`src/rtl/cesc_pkg.sv`:
```
// ----------------------------------------------------------------------------
// cesc_pkg: shared types and helpers for the C escape unescaper
// Result record, decoder-to-buffer push bundle, character constants and
// small lookup functions for escape letters and hex digits.
// ----------------------------------------------------------------------------
package cesc_pkg;

    localparam int FIFO_DEPTH = 4;

    localparam logic [7:0] CH_BACKSLASH = 8'h5C;
    localparam logic [7:0] CH_X_LOWER   = 8'h78;
    localparam logic [7:0] CH_ZERO      = 8'h30;
    localparam logic [7:0] CH_SEVEN     = 8'h37;
    localparam logic [7:0] CH_NINE      = 8'h39;
    localparam logic [7:0] CH_A_LOWER   = 8'h61;
    localparam logic [7:0] CH_F_LOWER   = 8'h66;
    localparam logic [7:0] CH_A_UPPER   = 8'h41;
    localparam logic [7:0] CH_F_UPPER   = 8'h46;

    typedef struct packed {
        logic [7:0] char_out;
        logic       char_valid;
        logic       end_of_string;
        logic       bad_escape;
    } result_t;

    // Up to two results per input byte
    typedef struct packed {
        logic [1:0] count;
        result_t    first;
        result_t    second;
    } push_t;

    // {hit, byte} for a simple escape letter
    function automatic logic [8:0] simple_escape(input logic [7:0] c);
        logic [8:0] r;
        case (c)
            "n":          r = {1'b1, 8'd10};
            "t":          r = {1'b1, 8'd9};
            "v":          r = {1'b1, 8'd11};
            "b":          r = {1'b1, 8'd8};
            "r":          r = {1'b1, 8'd13};
            "f":          r = {1'b1, 8'd12};
            "a":          r = {1'b1, 8'd7};
            CH_BACKSLASH: r = {1'b1, CH_BACKSLASH};
            "?":          r = {1'b1, 8'd63};
            "'":          r = {1'b1, 8'd39};
            "\"":         r = {1'b1, 8'd34};
            default:      r = 9'd0;
        endcase
        return r;
    endfunction

    // {hit, nibble} for a hex digit
    function automatic logic [4:0] hex_value(input logic [7:0] c);
        logic [7:0] d;
        logic [4:0] r;
        d = 8'd0;
        r = 5'd0;
        if (c inside {[CH_ZERO:CH_NINE]}) begin
            d = c - CH_ZERO;
            r = {1'b1, d[3:0]};
        end else if (c inside {[CH_A_LOWER:CH_F_LOWER]}) begin
            d = c - CH_A_LOWER + 8'd10;
            r = {1'b1, d[3:0]};
        end else if (c inside {[CH_A_UPPER:CH_F_UPPER]}) begin
            d = c - CH_A_UPPER + 8'd10;
            r = {1'b1, d[3:0]};
        end
        return r;
    endfunction

    function automatic logic is_octal(input logic [7:0] c);
        return (c inside {[CH_ZERO:CH_SEVEN]});
    endfunction

endpackage

```
`src/rtl/cesc_in_if.sv`:
```
// ----------------------------------------------------------------------------
// cesc_in_if: escaped byte stream channel
// valid/ready channel carrying one escaped byte and its end-of-string flag.
// ----------------------------------------------------------------------------
interface cesc_in_if;
    logic       valid;
    logic       ready;
    logic [7:0] char_in;
    logic       string_end;

    modport source (output valid, output char_in, output string_end, input ready);
    modport sink   (input valid, input char_in, input string_end, output ready);
endinterface

```
`src/rtl/cesc_out_if.sv`:
```
// ----------------------------------------------------------------------------
// cesc_out_if: decoded byte stream channel
// valid/ready channel carrying one decoded result.
// ----------------------------------------------------------------------------
interface cesc_out_if;
    logic       valid;
    logic       ready;
    logic [7:0] char_out;
    logic       char_valid;
    logic       end_of_string;
    logic       bad_escape;

    modport source (output valid, output char_out, output char_valid,
                    output end_of_string, output bad_escape, input ready);
    modport sink   (input valid, input char_out, input char_valid,
                    input end_of_string, input bad_escape, output ready);
endinterface

```
`src/rtl/cesc_decoder.sv`:
```
// ----------------------------------------------------------------------------
// cesc_decoder: per-byte escape state machine
// Holds the escape phase, gathered digits and sticky error; decodes the
// current byte into zero, one or two results in the same cycle.
// ----------------------------------------------------------------------------
module cesc_decoder (
    input  logic            clk,
    input  logic            rst_n,
    input  logic            advance,
    input  logic [7:0]      char_in,
    input  logic            string_end,
    output cesc_pkg::push_t push
);

    typedef enum logic [2:0] {
        PH_TEXT,
        PH_ESC,
        PH_HEX1,
        PH_HEX2,
        PH_OCT1,
        PH_OCT2
    } phase_t;

    phase_t     phase_reg, phase_next;
    logic [7:0] partial_reg, partial_next;
    logic       failed_reg, failed_next;

    cesc_pkg::result_t slot [2];
    logic [1:0]        cnt;
    logic [8:0]        esc;
    logic [4:0]        hex;
    logic              oct;
    logic [7:0]        digit;
    logic [7:0]        oct_val;

    always_comb
    begin
        phase_next   = phase_reg;
        partial_next = partial_reg;
        failed_next  = failed_reg;
        slot[0]      = '0;
        slot[1]      = '0;
        cnt          = 2'd0;
        esc          = cesc_pkg::simple_escape(char_in);
        hex          = cesc_pkg::hex_value(char_in);
        oct          = cesc_pkg::is_octal(char_in);
        digit        = char_in - cesc_pkg::CH_ZERO;
        oct_val      = {partial_reg[4:0], digit[2:0]};

        case (phase_reg)
            PH_ESC:
            begin
                phase_next = PH_TEXT;
                if (esc[8])
                begin
                    slot[cnt[0]].char_out   = esc[7:0];
                    slot[cnt[0]].char_valid = 1'b1;
                    cnt = cnt + 2'd1;
                end
                else if (char_in == cesc_pkg::CH_X_LOWER)
                begin
                    phase_next = PH_HEX1;
                end
                else if (oct)
                begin
                    partial_next = {5'd0, digit[2:0]};
                    phase_next   = PH_OCT1;
                end
                else
                begin
                    failed_next = 1'b1;
                end
            end
            PH_HEX1:
            begin
                if (hex[4])
                begin
                    partial_next = {4'd0, hex[3:0]};
                    phase_next   = PH_HEX2;
                end
                else
                begin
                    failed_next = 1'b1;
                    phase_next  = PH_TEXT;
                end
            end
            PH_HEX2:
            begin
                if (hex[4])
                begin
                    slot[cnt[0]].char_out   = {partial_reg[3:0], hex[3:0]};
                    slot[cnt[0]].char_valid = 1'b1;
                    cnt = cnt + 2'd1;
                end
                else
                begin
                    failed_next = 1'b1;
                end
                phase_next = PH_TEXT;
            end
            PH_OCT1, PH_OCT2:
            begin
                if (oct)
                begin
                    partial_next = oct_val;
                    if (phase_reg == PH_OCT1)
                    begin
                        phase_next = PH_OCT2;
                    end
                    else
                    begin
                        slot[cnt[0]].char_out   = oct_val;
                        slot[cnt[0]].char_valid = 1'b1;
                        cnt = cnt + 2'd1;
                        phase_next = PH_TEXT;
                    end
                end
                else
                begin
                    // short octal goes out first, then the byte is plain text
                    slot[cnt[0]].char_out   = partial_reg;
                    slot[cnt[0]].char_valid = 1'b1;
                    cnt = cnt + 2'd1;
                    phase_next = PH_TEXT;
                    if (char_in == cesc_pkg::CH_BACKSLASH)
                    begin
                        phase_next = PH_ESC;
                    end
                    else
                    begin
                        slot[cnt[0]].char_out   = char_in;
                        slot[cnt[0]].char_valid = 1'b1;
                        cnt = cnt + 2'd1;
                    end
                end
            end
            default:
            begin
                phase_next = PH_TEXT;
                if (char_in == cesc_pkg::CH_BACKSLASH)
                begin
                    phase_next = PH_ESC;
                end
                else
                begin
                    slot[cnt[0]].char_out   = char_in;
                    slot[cnt[0]].char_valid = 1'b1;
                    cnt = cnt + 2'd1;
                end
            end
        endcase

        if (string_end)
        begin
            if (phase_next == PH_OCT1 || phase_next == PH_OCT2)
            begin
                slot[cnt[0]].char_out   = partial_next;
                slot[cnt[0]].char_valid = 1'b1;
                cnt = cnt + 2'd1;
            end
            else if (phase_next != PH_TEXT)
            begin
                failed_next = 1'b1;
            end
            if (cnt == 2'd0)
            begin
                cnt = 2'd1;
            end
            // closing result is the last one filled
            slot[cnt[1]].end_of_string = 1'b1;
            slot[cnt[1]].bad_escape    = failed_next;
            phase_next   = PH_TEXT;
            partial_next = 8'd0;
            failed_next  = 1'b0;
        end
    end

    assign push.count  = cnt;
    assign push.first  = slot[0];
    assign push.second = slot[1];

    always_ff @(posedge clk or negedge rst_n)
    begin
        if (!rst_n)
        begin
            phase_reg   <= PH_TEXT;
            partial_reg <= 8'd0;
            failed_reg  <= 1'b0;
        end
        else if (advance)
        begin
            phase_reg   <= phase_next;
            partial_reg <= partial_next;
            failed_reg  <= failed_next;
        end
    end

endmodule

```
`src/rtl/c_escape_unescaper.sv`:
```
// ----------------------------------------------------------------------------
// c_escape_unescaper: C escape sequence decoder, one byte per cycle unless stalled
// Decodes a byte stream with C escapes into plain bytes, one string at a time.
// ----------------------------------------------------------------------------
// Usage: feed escaped bytes on esc_stream, flagging the last byte of each
// string with string_end; decoded bytes leave on plain_stream. The block
// takes one byte per clock unless stalled. A byte is decoded in the cycle
// of its transfer and yields zero, one or two results (two only when a
// short octal escape is ended by a plain byte); results go into an output
// queue of DEPTH entries and appear on plain_stream from the next cycle on,
// one per cycle unless stalled. esc_stream.ready is high while the queue
// has room for two results, so with the output taking every cycle the input
// stalls only once two-result bytes outnumber bytes that decode to nothing
// by DEPTH - 2 since the queue last ran empty; each two-result byte costs
// an extra output transfer. Every string closes with exactly one result
// that has end_of_string set; it carries bad_escape if any escape in the
// string was malformed (unknown letter, bad or missing hex digit, trailing
// backslash), and has char_valid clear with char_out zero when that byte
// decoded to nothing. Error and escape state are cleared after each string.
// ----------------------------------------------------------------------------
module c_escape_unescaper #(
    parameter int DEPTH = cesc_pkg::FIFO_DEPTH   // output queue entries, >= 2
) (
    input  logic   clk,
    input  logic   rst_n,
    cesc_in_if.sink    esc_stream,
    cesc_out_if.source plain_stream
);

    localparam int PTR_W = (DEPTH > 1) ? $clog2(DEPTH) : 1;
    localparam int CNT_W = $clog2(DEPTH + 1);

    cesc_pkg::push_t   push;
    cesc_pkg::result_t fifo_reg [DEPTH];
    cesc_pkg::result_t head;

    logic [PTR_W-1:0] wr_ptr_reg, wr_ptr_next;
    logic [PTR_W-1:0] rd_ptr_reg, rd_ptr_next;
    logic [PTR_W-1:0] wr_ptr_inc;
    logic [CNT_W-1:0] count_reg, count_next;
    logic             accept;
    logic             pop;
    logic [1:0]       push_cnt;

    function automatic logic [PTR_W-1:0] ptr_inc(input logic [PTR_W-1:0] p);
        return (p == PTR_W'(DEPTH - 1)) ? '0 : p + 1'b1;
    endfunction

    // decoder only advances on an input transfer
    cesc_decoder u_decoder (
        .clk        (clk),
        .rst_n      (rst_n),
        .advance    (accept),
        .char_in    (esc_stream.char_in),
        .string_end (esc_stream.string_end),
        .push       (push)
    );

    // room for the worst case of two results, independent of output ready
    assign esc_stream.ready = (count_reg <= CNT_W'(DEPTH - 2));
    assign accept           = esc_stream.valid && esc_stream.ready;
    assign push_cnt         = accept ? push.count : 2'd0;

    assign plain_stream.valid = (count_reg != '0);
    assign pop                = plain_stream.valid && plain_stream.ready;

    assign head                       = fifo_reg[rd_ptr_reg];
    assign plain_stream.char_out      = head.char_out;
    assign plain_stream.char_valid    = head.char_valid;
    assign plain_stream.end_of_string = head.end_of_string;
    assign plain_stream.bad_escape    = head.bad_escape;

    assign wr_ptr_inc = ptr_inc(wr_ptr_reg);

    always_comb
    begin
        case (push_cnt)
            2'd1:    wr_ptr_next = wr_ptr_inc;
            2'd2:    wr_ptr_next = ptr_inc(wr_ptr_inc);
            default: wr_ptr_next = wr_ptr_reg;
        endcase
        rd_ptr_next = pop ? ptr_inc(rd_ptr_reg) : rd_ptr_reg;
        count_next  = count_reg + CNT_W'(push_cnt) - CNT_W'(pop);
    end

    always_ff @(posedge clk or negedge rst_n)
    begin
        if (!rst_n)
        begin
            wr_ptr_reg <= '0;
            rd_ptr_reg <= '0;
            count_reg  <= '0;
        end
        else
        begin
            wr_ptr_reg <= wr_ptr_next;
            rd_ptr_reg <= rd_ptr_next;
            count_reg  <= count_next;
        end
    end

    // queue payload, no reset
    always_ff @(posedge clk)
    begin
        if (push_cnt != 2'd0)
        begin
            fifo_reg[wr_ptr_reg] <= push.first;
        end
        if (push_cnt == 2'd2)
        begin
            fifo_reg[wr_ptr_inc] <= push.second;
        end
    end

endmodule

```
`src/flat_wrapper.sv`:
```
// flat-port wrapper written by rule: the top's interface ports become plain ports
module c_escape_unescaper_flat 
#(
    parameter int DEPTH = cesc_pkg::FIFO_DEPTH                                
)
  (clk, rst_n, esc_stream_valid, esc_stream_char_in, esc_stream_string_end, esc_stream_ready, plain_stream_valid, plain_stream_char_out, plain_stream_char_valid, plain_stream_end_of_string, plain_stream_bad_escape, plain_stream_ready);
  cesc_in_if esc_stream_i ();
  cesc_out_if plain_stream_i ();
  input  logic clk;
  input  logic rst_n;
  input wire logic [$bits(esc_stream_i.valid)-1:0] esc_stream_valid;
  input wire logic [$bits(esc_stream_i.char_in)-1:0] esc_stream_char_in;
  input wire logic [$bits(esc_stream_i.string_end)-1:0] esc_stream_string_end;
  output wire logic [$bits(esc_stream_i.ready)-1:0] esc_stream_ready;
  output wire logic [$bits(plain_stream_i.valid)-1:0] plain_stream_valid;
  output wire logic [$bits(plain_stream_i.char_out)-1:0] plain_stream_char_out;
  output wire logic [$bits(plain_stream_i.char_valid)-1:0] plain_stream_char_valid;
  output wire logic [$bits(plain_stream_i.end_of_string)-1:0] plain_stream_end_of_string;
  output wire logic [$bits(plain_stream_i.bad_escape)-1:0] plain_stream_bad_escape;
  input wire logic [$bits(plain_stream_i.ready)-1:0] plain_stream_ready;
  assign esc_stream_i.valid = esc_stream_valid;
  assign esc_stream_i.char_in = esc_stream_char_in;
  assign esc_stream_i.string_end = esc_stream_string_end;
  assign esc_stream_ready = esc_stream_i.ready;
  assign plain_stream_valid = plain_stream_i.valid;
  assign plain_stream_char_out = plain_stream_i.char_out;
  assign plain_stream_char_valid = plain_stream_i.char_valid;
  assign plain_stream_end_of_string = plain_stream_i.end_of_string;
  assign plain_stream_bad_escape = plain_stream_i.bad_escape;
  assign plain_stream_i.ready = plain_stream_ready;
  c_escape_unescaper #(.DEPTH(DEPTH)) u_core (.clk(clk), .rst_n(rst_n), .esc_stream(esc_stream_i), .plain_stream(plain_stream_i));
endmodule
```
`config.mk`:
```
export PLATFORM = sky130hd
export DESIGN_NAME = c_escape_unescaper_flat
export DESIGN_NICKNAME = d
export VERILOG_FILES = /design/src/rtl/cesc_pkg.sv /design/src/rtl/cesc_in_if.sv /design/src/rtl/cesc_out_if.sv /design/src/rtl/cesc_decoder.sv /design/src/rtl/c_escape_unescaper.sv /design/src/flat_wrapper.sv
export SDC_FILE = /design/constraint.sdc
export NUM_CORES = 1
export LEC_CHECK = 0
export ABC_AREA = 0
export BUFFER_PORTS_ARGS = -buffer_cell sky130_fd_sc_hd__buf_2
export CAP_MARGIN = 10
export CORE_MARGIN = 2
export CORE_UTILIZATION = 55
export DETAILED_ROUTE_END_ITERATION = 12
export PLACE_DENSITY = 0.74
export SLEW_MARGIN = 20
export SYNTH_ARGS = -nofsm -noshare
export SYNTH_HDL_FRONTEND = slang
export SYNTH_SLANG_ARGS = --single-unit
```
`constraint.sdc`:
```
create_clock -name clk -period 4.4 [get_ports clk]
set_input_delay 0.22 -clock clk [delete_from_list [all_inputs] [get_ports clk]]
set_output_delay 0.22 -clock clk [all_outputs]
set_load 0.03 [all_outputs]
```
==> metrics.txt, run 1 <==
f_max ~280 MHz; crit-path cells buf_2, inv_1, ha_1, nand3_1, or3_1, o211ai_1, or2_1, o21ai_0, o21ai_0, a32oi_1, ha_1, nand2_1, o21ai_0, buf_4; DRC 0; Synth cell types 77; Chip Height roughly 95 um; count of warnings emitted by yosys 0; CP max-delay cell ha_1; Synth async-reset ratio about 30%; CTS sink cnt 63; Slew Limit Fails 0; max_cap viols 0; r2r setup slk 0.90 ns; worst setup path class in -> reg; Crit path arrival time roughly 3.6 ns; Post-synth EDFFs 44; Final Hold Fails 0; Syn Nets around 500; RR Endpoint u_core.fifo_reg[0][9]$_DFFE_PP_; Min-Delay Endpoint u_core.rd_ptr_reg[0]$_DFFE_PN0P_; TritonCTS Buffers 9; Placed Area approximately 4700 um2; Max FO, Critical Path 13; CTS H-tree lvls 3; share of cells above drive strength 1 around 17%; total track usage around 29%; Post-Syn Area per Cell ~9.6 um2; Die Wd between 90 and 100 um; vias in the first global route 3782; CP top delay family simple AND/OR/NAND/NOR gates; final worst slack ~0.83 ns; Crit path top cell by count o21ai_0; total grt overflow 0; Initial Util 56.1%; Fin Setup TNS 0 ns; # nets final ~510; area of the multi-input gates between 2000 and 2500 um2; die area 8990 um2; total core area roughly 8100 um2; worst hold path depth 3; cells after synthesis between 400 and 500; TritonCTS clock tree yes; first-pass GRT wire length just under 20000 um; clk_lat worst skew about 0.34 ns; Least-Margin Pin Slew a little under 0.9 ns; total wire length around 12000 um; CP max stage delay approximately 0.42 ns; PD cells 442 nW/um2; Worst EP required about 4.4 ns; Sequential Area 1800 um2; Worst-path clk slew roughly 0.080 ns; Synth Register Bits 63; max_slew headroom a little over two fifths; leak pwr 1.81 nW; row cnt 33; cells on worst reg2reg path 9; total power approximately 0.0022 W; CTS root buffer clkbuf_8; DR iter-0 viols 316; RSZ-0062 raised after global routing no; Hold Path Class in -> reg; VDD IR max between 0.15 and 0.2 mV; hold slack final 0.253 ns; worst clock skew ~0.011 ns; pre-CTS WS 0.565 ns; Via Count about 4000; fill count 720; area grow syn2layout 8.13%; initial antenna violation count 0; Synth Flop Type edfxtp_1; IO Pins 26; worst r2r src u_core.u_decoder.phase_reg[1]$_DFFE_PN0P_; Antenna Nets Post-Route 0; CP Launch Type primary input; largest net degree at the start of global routing 30; Avg WL per Cell 20.8 um; DRT Pass-1 Iters 6; synthesized cell area between 4000 and 5000 um2; Design Area, Final about 4900 um2; n_diodes 0; PortBufs 25; post-synthesis sequential area ratio roughly two fifths; Worst setup EP type flip-flop; Tcrit/Tclk final 81.1%; HP Start plain_stream_ready; status finished, final reports clean; placer congestion estimate about 0.95; Period minus WS final ~3.6 ns; Via-to-Cell Ratio just under 7; CP Buf/Inv Count 3; DP HPWL 8800 um; max FFs per register 44; Max Root-Sink Buffers 2; Setup-failing EPs final 0
[routing by layer]
metal	part of all wire (%)	global-route usage, %	up-vias	routed length (um)
li1	-	-	1807	-
met1	40	37.9	1922	4860
met2	50	48.8	234	6110
met3	8.3	4.79	29	1020
met4	2.3	11.5	0	286
met5	0	0	-	0
[cell families (layout without fill, tap and decap cells)]
logic type	Yosys count	after routing	share of synthesized area (%)
simple gates	162	162	18.8
compound gates	150	150	22.7
flops	63	63	39.6
buf+inv	57	69	5.60
mux	18	18	7.11
fa+ha+maj	17	17	4.85
xor+xnor	7	7	1.35
[where the power goes]
group | internal, W | switching (W)
registers | 0.000748 | 0.000109
clock network | 0.000321 | 0.000246
logic | 0.000300 | 0.000446
[metrics by stage]
| step | std cells | utilization, % |
|---|---|---|
| 2_1_floorplan | 474 | - |
| 3_3_place_gp | 574 | 57.8 |
| 3_5_place_dp | 574 | 57.8 |
| 4_1_cts | 591 | 60.6 |
| 5_1_grt | 591 | 60.6 |
| 6_report | 591 | 60.6 |
[worst reg2reg max path: cells and delay by family, from the launching register on]
| family | cells | cell delay, ns |
|---|---|---|
| compound gates | 1 | 0.18 |
| fa+ha+maj | 1 | 0.36 |
| buf+inv | 3 | 0.65 |
| flops | 1 | 0.70 |
| simple gates | 4 | 1.31 |
[worst max path at each step]
| stage | startpoint | endpoint | cells after the start |
|---|---|---|---|
| after floorplan | esc_stream_char_in[0] | u_core.fifo_reg[2][0]$_DFFE_PP_ | 17 |
| after detailed placement | esc_stream_char_in[0] | u_core.fifo_reg[3][4]$_DFFE_PP_ | 14 |
| after CTS | esc_stream_char_in[0] | u_core.fifo_reg[0][9]$_DFFE_PP_ | 14 |
| after global placement | esc_stream_char_in[1] | u_core.fifo_reg[1][0]$_DFFE_PP_ | 14 |
| after global routing | esc_stream_char_in[0] | u_core.fifo_reg[1][0]$_DFFE_PP_ | 15 |
| final | esc_stream_char_in[0] | u_core.fifo_reg[0][9]$_DFFE_PP_ | 14 |
[synth_stat cells (3+ instances only)]
master	number	area, um2
a211oi_1	3	22.5
a21o_1	3	22.5
a21oi_1	45	225
a22o_1	4	35.0
a22oi_1	8	60.1
a31oi_1	8	50.1
and2_1	10	62.6
and3_1	9	56.3
buf_1	5	18.8
buf_2	8	40.0
buf_6	4	45.0
clkbuf_1	21	78.8
dfrtp_1	19	475
edfxtp_1	44	1320
ha_1	16	200
inv_1	18	67.6
mux2_2	3	33.8
mux2i_1	3	30.0
mux4_2	11	248
nand2_1	34	128
nand2b_1	3	18.8
nand3_1	26	130
nor2_1	32	120
nor2b_1	6	37.5
nor3_1	21	105
o21ai_0	21	105
o21ai_1	12	60.1
o22ai_1	3	18.8
o31ai_1	7	52.6
or3_1	5	31.3
xnor2_1	3	26.3
xor2_1	4	35.0
[cells in the final DEF (no fill, tap or decap), drive strengths merged, types with 4 or more instances in the layout]
master and instances:
buf 33, or3 5, edfxtp 44, clkbuf 9
xor2 4, nand2 34, a21oi 46, nor3 21
a22oi 8, clkinv 4, o31ai 8, mux2 4
and3 9, o21ai 34, nor2 32, nand3 27
nor2b 6, ha 16, a22o 4, a31oi 10
inv 20, dfrtp 19, and2 10, mux4 11
[layout make-up]
| cell class | count | share of cell area, % |
|---|---|---|
| flip-flops and latches | 63 | 36.6 |
| inverters | 19 | 1.45 |
| well taps | 105 | 2.68 |
| repair buffers | 34 | 3.98 |
| clock buffers | 9 | 2.52 |
| multi-input cells | 354 | 50.8 |
| clock inverters | 7 | 1.96 |
[what timing repair did]
action	CTS	global route
endpoints found under the hold margin	19	0
gates resized for setup	0	0
hold buffers	1	0
setup buffers	0	0
Note: power is estimated with default switching activity, not from simulation.
==> inputs of run 2 (changes only) <==
--- a/config.mk
+++ b/config.mk
@@ -5,7 +5,7 @@
 export SDC_FILE = /design/constraint.sdc
 export NUM_CORES = 1
 export LEC_CHECK = 0
-export ABC_AREA = 0
+export ABC_AREA = 1
 export BUFFER_PORTS_ARGS = -buffer_cell sky130_fd_sc_hd__buf_2
 export CAP_MARGIN = 10
 export CORE_MARGIN = 2
==> constraint.sdc (replaced) <==
create_clock -name clk -period 3.7 [get_ports clk]
set_input_delay 0.185 -clock clk [delete_from_list [all_inputs] [get_ports clk]]
set_output_delay 0.185 -clock clk [all_outputs]
set_load 0.03 [all_outputs]
==> metrics.txt, run 2 <==
status finished, final reports clean; RSZ-0062 raised after global routing no; worst setup path class reg -> reg; n_diodes 0; Antenna Nets Post-Route 0; Chip Height 94.0 um; PD cells around 570 nW/um2; crit-path cells inv_2, nand2_1, buf_4, nor2_1, nand2_1, nand3_1, ha_1, nand2_1, o21ai_0, buf_4; total power between 0.002 and 0.003 W; hold slack final 0.238 ns; fill count around 730; Syn Nets 640; f_max roughly 350 MHz; register share of total power 36.3%; Synth cell types 40; Via-to-Cell Ratio approximately 5.8; Avg WL per Cell ~19 um; Initial Util a little under three fifths; Least-Margin Pin Slew around 0.78 ns; Slew Limit Fails 0; Worst setup EP type flip-flop; most instantiated cells after synthesis nand2_1, nor2_1, o21ai_0; total track usage around 33%; post-synthesis sequential area ratio between 40 and 50%; Worst-path clk slew 0.08 ns; Via Count 4346; worst r2r src u_core.u_decoder.phase_reg[1]$_DFFE_PN0P_; Period minus WS final 2.87 ns; total core area approximately 8000 um2; area of the multi-input gates ~2300 um2; DR iter-0 viols about 320; PortBufs 25; Final Hold Fails 0; Crit path top cell by count nand2_1; placer congestion estimate 0.984; worst clock skew around 0.0087 ns; combinational share of power 38.8%; row cnt 32; Tcrit/Tclk final a little under 80%; CP max-delay cell dfrtp_1; clk_lat worst skew between 0.3 and 0.4 ns; Setup-failing EPs final 0; Worst setup startpoint u_core.u_decoder.phase_reg[1]$_DFFE_PN0P_; initial antenna violation count 0; Post-synth EDFFs between 40 and 50; CTS H-tree lvls 3; TritonCTS Buffers 9; Clk pwr share between 20% and 30%; CP max stage delay ~0.38 ns; HP Start esc_stream_valid; Setup Fix Bufs, Post-CTS 0; largest net degree at the start of global routing 26; Synth Register Bits 63; first-pass GRT wire length 21800 um; CTS sink cnt 63; total wire length around 14000 um; Synth area leader edfxtp_1; CTS root buffer clkbuf_8; cells after synthesis approximately 600; Switching Fraction approximately 43%; max FFs per register 44; Sw Pwr approximately 0.0012 W; synthesized cell area around 4500 um2; VDD IR max around 0.29 mV; Int Pwr approximately 0.0016 W; Synth area leaders edfxtp_1, nand2_1, dfrtp_1; total grt overflow 0; area grow syn2layout 10.1%; Max Root-Sink Buffers 2; most common cell in the netlist nand2_1; share of the synthesized area in the top cell type approximately 30%; die area approximately 9000 um2; Synth Flop Type edfxtp_1; max_cap viols 0; DP HPWL between 10000 and 15000 um; Post-Syn Area per Cell between 7 and 8 um2; IO Pins 26; Synth async-reset ratio 30.2%; DRC 0; CP Launch Type flip-flop; commonest non-fill, non-tap cell in the layout nand2_1; # nets final between 600 and 700; Max FO, Critical Path 15; count of warnings emitted by yosys 0; TritonCTS clock tree yes; Fin Setup TNS 0 ns; vias in the first global route around 4200; leak pwr between 2 and 2.5 nW; Hold Path Class in -> reg; commonest non-fill, non-tap cells in the layout nand2_1, nor2_1, o21ai_0, inv_1, nand3_1; Worst EP required approximately 3.8 ns; DRT Pass-1 Iters 6; Sequential Area 1800 um2; Die Wd between 90 and 100 um; share of cells above drive strength 1 between 10 and 15%; Crit path arrival time between 2 and 3 ns; max_slew headroom between 40% and 50%
[run 2: cell types whose count changed after synthesis, moves of 9 or more]
cell	delta
a21oi_1	-32
and2_1	-10
and3_1	-9
clkbuf_1	-10
inv_1	+38
mux4_2	-11
nand2_1	+151
nand3_1	+27
nor2_1	+41
nor3_1	-20
o21ai_0	+36
o22ai_1	+11
[run 2: layout make-up]
class	count	share of cell area [%]
flip-flops and latches	63	36.6
repair buffers	31	3.52
multi-input cells	466	47.6
inverters	65	4.97
clock buffers	9	2.52
clock inverters	7	2.14
well taps	102	2.60
[run 2: power groups by stage]
stage	Clock [W]	Combinational [W]	Sequential (W)
6_report	0.000702	0.00109	0.00102
5_1_grt	0.000732	0.00121	0.00104
4_1_cts	0.000705	0.00109	0.00102
3_5_place_dp	0	0.00108	0.00103
3_3_place_gp	0	0.00105	0.00103
2_1_floorplan	0	0.000803	0.000974
[run 2: repair_timing]
item                      4_1_cts  5_1_grt
hold endpoints to repair       19        0
hold buffers                    1        0
gates resized for setup         0        0
[run 2: worst max-delay path, delay by kind of cell, from the launching register on]
family	cells	cell delay, ns
simple gates	5	1.11
flops	1	0.38
buf+inv	3	0.60
compound gates	1	0.19
fa+ha+maj	1	0.28
[run 2: final timing paths]
kind	endpoint	slack (ns)	depth (start not counted)
min in group asynchronous	u_core.rd_ptr_reg[1]$_DFFE_PN0P_	0.33	2
max in group asynchronous	u_core.wr_ptr_reg[1]$_DFFE_PN0P_	3.03	2
worst max register to register	u_core.fifo_reg[3][3]$_DFFE_PP_	0.83	10
worst min register to register	u_core.u_decoder.failed_reg$_DFFE_PN0P_	0.56	2
worst min-delay path	u_core.u_decoder.failed_reg$_DFFE_PN0P_	0.24	4
worst max-delay path	u_core.fifo_reg[3][3]$_DFFE_PP_	0.83	10
[run 2: routing by layer]
layer | vias to the layer above | GRT usage [%] | wire length, um
met2 | 213 | 58.1 | 6960
met3 | 44 | 4.98 | 843
met5 | - | 0 | 0
met1 | 2009 | 39.7 | 5510
li1 | 2080 | - | -
met4 | 0 | 16.8 | 611
[run 2: stage by stage]
step	util [%]	worst slack [ns]	cell area (um2)	instances
after CTS	62.9	0.888	4910	743
after floorplan	-	0.818	4460	610
after global placement	59.8	0.801	4670	726
after detailed placement	59.8	0.662	4670	726
after global routing	62.9	0.643	4910	743
final	62.9	0.832	4910	743
[run 2: logic make-up after synthesis]
kind of cell | share of synthesized area, %
and+or+nand+nor | 34.5
AOI/OAI and AO/OA | 12.2
buffers and inverters | 7.24
DFF | 40.3
adders and majority gates | 4.94
xor gates and xnor gates | 0.786
